<file path="config.mk">
export PLATFORM = sky130hd
export DESIGN_NAME = steq_ram
export DESIGN_NICKNAME = d
export VERILOG_FILES = /design/src/hdl/steq_pkg.sv /design/src/hdl/steq_ram.sv
export SDC_FILE = /design/constraint.sdc
export NUM_CORES = 2
export LEC_CHECK = 0
export ABC_CLOCK_PERIOD_IN_PS = 15800
export BUFFER_PORTS_ARGS = -buffer_cell sky130_fd_sc_hd__buf_2
export CAP_MARGIN = 0
export CORE_MARGIN = 3
export CORE_UTILIZATION = 54
export DETAILED_ROUTE_END_ITERATION = 7
export PLACE_DENSITY = 0.76
export SLEW_MARGIN = 5
export SYNTH_ARGS = -nofsm -noshare
export SYNTH_HDL_FRONTEND = slang
export SYNTH_SLANG_ARGS = --single-unit
</file>
<file path="constraint.sdc">
create_clock -name clk -period 15.8 [get_ports clk]
set_clock_uncertainty 0.2 [all_clocks]
set_input_delay 0.79 -clock clk [delete_from_list [all_inputs] [get_ports clk]]
set_output_delay 0.79 -clock clk [all_outputs]
set_load 0.05 [all_outputs]
</file>
<file path="src/hdl/steq_pkg.sv">
package steq_pkg;
  localparam int QueueDepth = 32;
  localparam int IdxW = $clog2(QueueDepth);
  localparam int CntW = $clog2(QueueDepth + 1);

  localparam logic [1:0] REQ_ADD = 2'd0;
  localparam logic [1:0] REQ_EXPIRE = 2'd1;
  localparam logic [1:0] REQ_PROGRAM = 2'd2;

  localparam logic [2:0] KIND_ADDED = 3'd0;
  localparam logic [2:0] KIND_ADD_ERR = 3'd1;
  localparam logic [2:0] KIND_EXPIRED = 3'd2;
  localparam logic [2:0] KIND_DONE = 3'd3;
  localparam logic [2:0] KIND_COMPARE = 3'd4;

  localparam logic CFG_TICK_RATE = 1'b0;
  localparam logic CFG_FALLBACK = 1'b1;

  typedef struct packed {
    logic [63:0] expiry;
    logic [7:0] handle;
    logic [31:0] tag;
  } entry_t;
endpackage

</file>
<file path="src/hdl/steq_ram.sv">
// One-write, one-read entry memory with registered read data.
module steq_ram (
  input  logic                     clk,
  input  logic                     we,
  input  logic [steq_pkg::IdxW-1:0] waddr,
  input  steq_pkg::entry_t         wdata,
  input  logic [steq_pkg::IdxW-1:0] raddr,
  output steq_pkg::entry_t         rdata
);
  import steq_pkg::*;

  entry_t mem [QueueDepth];

  always_ff @(posedge clk) begin
    if (we) mem[waddr] <= wdata;
    rdata <= mem[raddr];
  end
endmodule

</file>
# After elaboration in Yosys (flattened, before gate mapping)
# Memories as Yosys holds them, arrays and structs flattened. A register that Yosys moved wholly into a read port is not among the register bits.
# Cells that the tools add are included.
# totals
register_bits	0
ramBits	3328
inputBits	116
output_inout_bits	104
word_cells	3
n_memories	1
# memory_table
memory	depth	width	rd	rd_clocked_by_memory_dff	wr	line_no	text
mem	32	104	1	1	1	steq_ram.sv:12	entry_t mem [QueueDepth];
# op_classes
muxes	2
# op_table
op	count
1-bit two-way mux	2

# Longest topological paths before layout
# depth
depth_word	2
mapped_depth	9
ltp_nobuf	4

# Least setup slack after synthesis
# OpenSTA, ideal clock, no wires.
# synth_timing
path_kind	input to register
startpoint	in waddr[1] (netlist name)
endpoint	mem mem[12][0] (netlist name), enable pin
setup_time_ns	0.568
arrival_time_ns	5.779
required_time_ns	15.032
slack_ns	9.253
cell_stages	3
n_path_buf	1
path_cell_list	or3b_2 > clkbuf_1 > nor2_1
# synth_rtl
item	line_no	text
start: declaration	steq_ram.sv:5	input logic [steq_pkg::IdxW-1:0] waddr,
end: declaration	steq_ram.sv:12	
# No word-level cell before the write port.

==> impl_metrics.ini <==
[status]
status = finished clean

[min_path]
worstHoldStart = wdata[78]
hold_end = mem[26][78]
hold_path.class = in2reg
min_path_cells = 1

[floorplan]
core_area_um2 = 236000
dieArea_um2 = 244000
start_util_pct = 54.5
rows = 178
dieHeight_um = 494
fp.dieW_um = 494
io_pins = 220

[synthesis]
synth_seq_area_share_pct = 79.4
synthTopCellsByArea = edfxtp_1 (78%), mux4_2 (7.5%), mux2i_1 (6.3%)
synth-seq-cells = 3432
synth.distinct_cells = 30
synthCells = 6040
yosys.area.top_type_share_pct = 77.8
synth_area_um2 = 128000
yosys.area.top_type = edfxtp_1
ys_warn_count = 0
syn_nets = 6156
synth_area_per_cell_um2 = 21.3

[place]
dp_hpwl_um = 149000
place_congestion = 0.756
dp.cells = 9191
port_buffers = 219
place_ws_ps = 10200

[global_routing]
grtUsageTotal_pct = 26.9
first_global_vias = 65400
grt_max_degree = 135
grt_overflow = 0
antenna_found_initial = 45
grt_first_pass_wirelength_um = 470000

[detailed_routing]
vias_per_cell = 6.62
drc_errors = 0
ant_nets = 0
wl_um = 330000
wl_per_cell_um = 33.6
dr.pass1.iters = 6
drt_iter0_drc = 8978
vias = 65000

[layout]
multi_input_area_um2 = 25000
syn_to_final_growth_pct = 12.4
regArea_um2 = 102000
finish.utilization_pct = 61.2
final_cells = 9822
drive_gt1_share_pct = 19.9
nets = 6501
fillers = 15600

[critical_path]
cp-startpoint = raddr[2]
regToRegEndpoint = rdata[69]
end_kind = flop
reg2regPathDepth = 4
worstReg2RegStart = mem[15][69]
path_max_fanout = 71
required_ps = 16410
cp.arrival_ps = 5340
critical_path_class = in2reg
r2r_setup_slack_ps = 13750
critPathLaunchType = primary input

[sta]
finalMaxSlewViolations = 0
setup_tns_ps = 0
setup_slack_ps = 11060
setup_viol = 0
worst_slew_pin_slew_ps = 1240
rsz0062_at_grt = no
finalCriticalPeriod_ps = 4740
finalCritPeriodShare_pct = 30.0
max-slew-margin-rel_pct = 17.2
max_freq_mhz = 211
final_hold_viol_count = 0

[clock_tree]
cts_setup_buffers = 0
clockBufferDepth = 4
cts_tree = done
clock_sinks = 3432
clock_latency_ps = 970
cts_max_level = 5
numCtsBuffers = 342
hold_buffers = 0
clk_pin_slew_ps = 60
post_cts_resize_count = 0
cts_root_buffer = clkbuf_16

[job]
max_cap_viol_count = 0

[power_and_ir_drop]
max-vdd-ir-drop_mv = 0.144
powerDensity_nw_per_um2 = 133
p_leak_uw = 0.0473
p_total_uw = 19200
-- power by group --
| part | leakage, uW | switching [uW] | internal [uW] |
|---|---|---|---|
| Sequential | 0.0309 | 55.9 | 10100 |
| Clock | 0.00538 | 3310 | 4700 |
| Combinational | 0.0110 | 675 | 298 |
| Total | 0.0473 | 4040 | 15100 |
-- synth_stat cells --
master,number
mux2i_1,804
and3b_1,1
nor2_1,39
a31oi_1,56
or3b_2,2
a22oi_1,540
nand3_1,210
edfxtp_1,3328
nor2_2,1
clkbuf_1,126
a22o_1,56
and2_0,2
a2bb2oi_1,14
buf_2,132
nand3b_1,5
nor2b_1,19
nand4_1,48
dfxtp_1,104
nor3_1,2
and3_1,2
or3_1,1
buf_4,56
buf_6,16
and2_1,11
nor3_2,1
nand2_1,16
and2b_1,1
clkbuf_2,1
mux4_2,430
buf_1,16
-- metal layers --
metal	wire length (um)	share of wire [%]	track usage [%]	up-vias
li1	-	-	-	26000
met4	13600	4.1	10.9	16
met3	35600	11	5.09	801
met1	118000	36	36.3	33900
met5	114	0.035	0	-
met2	163000	49	43.8	4302
-- kinds of logic after synthesis --
| family | Yosys count | share of synthesized area [%] |
|---|---|---|
| flip-flops | 3432 | 79.4 |
| buffers and inverters | 347 | 1.40 |
| AND/OR/NAND/NOR | 361 | 1.46 |
| multiplexers | 1234 | 13.8 |
| AO/OA/AOI/OAI | 666 | 3.91 |
-- cell type report --
class	count	area share [%]
Timing Repair Buffer	348	1.65
Tap cell	3150	2.73
Sequential cell	3432	70.7
Clock inverter	164	1.16
Clock buffer	441	6.46
Multi-Input combinational cell	2261	17.3
Antenna cell	26	0.0451
-- flip-flops by register name (all words and copies together) (netlist names) --
| name | cells |
|---|---|
| rdata | 104 |
| mem | 3328 |
-- layout by cell type, fill, tap and decap left out, types with 3 or more instances in the layout --
cell type	instances
edfxtp_1	3328
mux2i_1	804
nor2b_2	4
bufinv_16	33
mux4_2	430
dfxtp_1	104
inv_6	3
buf_2	215
clkinvlp_4	14
nor2b_4	8
nand4_1	48
diode_2	26
buf_12	23
nor2_1	4
clkbuf_16	352
nand2_1	16
and2_1	8
a22oi_1	540
nor2b_1	7
nand3_1	210
clkbuf_8	19
nor2_4	35
clkbuf_1	70
buf_4	108
a22o_1	56
nand3b_1	5
clkinv_2	60
a31oi_1	56
clkinv_1	49
a2bb2oi_1	14
-- worst max-delay path: stages --
cell	delay, ps
buf_8	590
buf_4	870
buf_4	890
buf_4	930
mux4_2	420
a22o_1	250
a31oi_1	210
nand3_1	110
-- per-stage QoR --
| stage | hold WS, ps | cell area (um2) |
|---|---|---|
| 6_report | 104 | 144000 |
| 5_1_grt | 97.0 | 144000 |
| 4_1_cts | 49.0 | 144000 |
| 3_5_place_dp | 410 | 133000 |
| 3_3_place_gp | 394 | 133000 |
| 2_1_floorplan | 375 | 128000 |
-- worst max-delay path by stage --
| stage | to | slack (ps) | cells past startpoint |
|---|---|---|---|
| 2_1_floorplan | mem[12][0] | 9250 | 3 |
| 3_3_place_gp | rdata[22] | 10270 | 8 |
| 3_5_place_dp | rdata[27] | 10200 | 8 |
| 4_1_cts | rdata[27] | 11210 | 8 |
| 5_1_grt | rdata[27] | 10960 | 8 |
| 6_report | rdata[23] | 11060 | 8 |
Note: power is estimated with default switching activity, not from simulation.
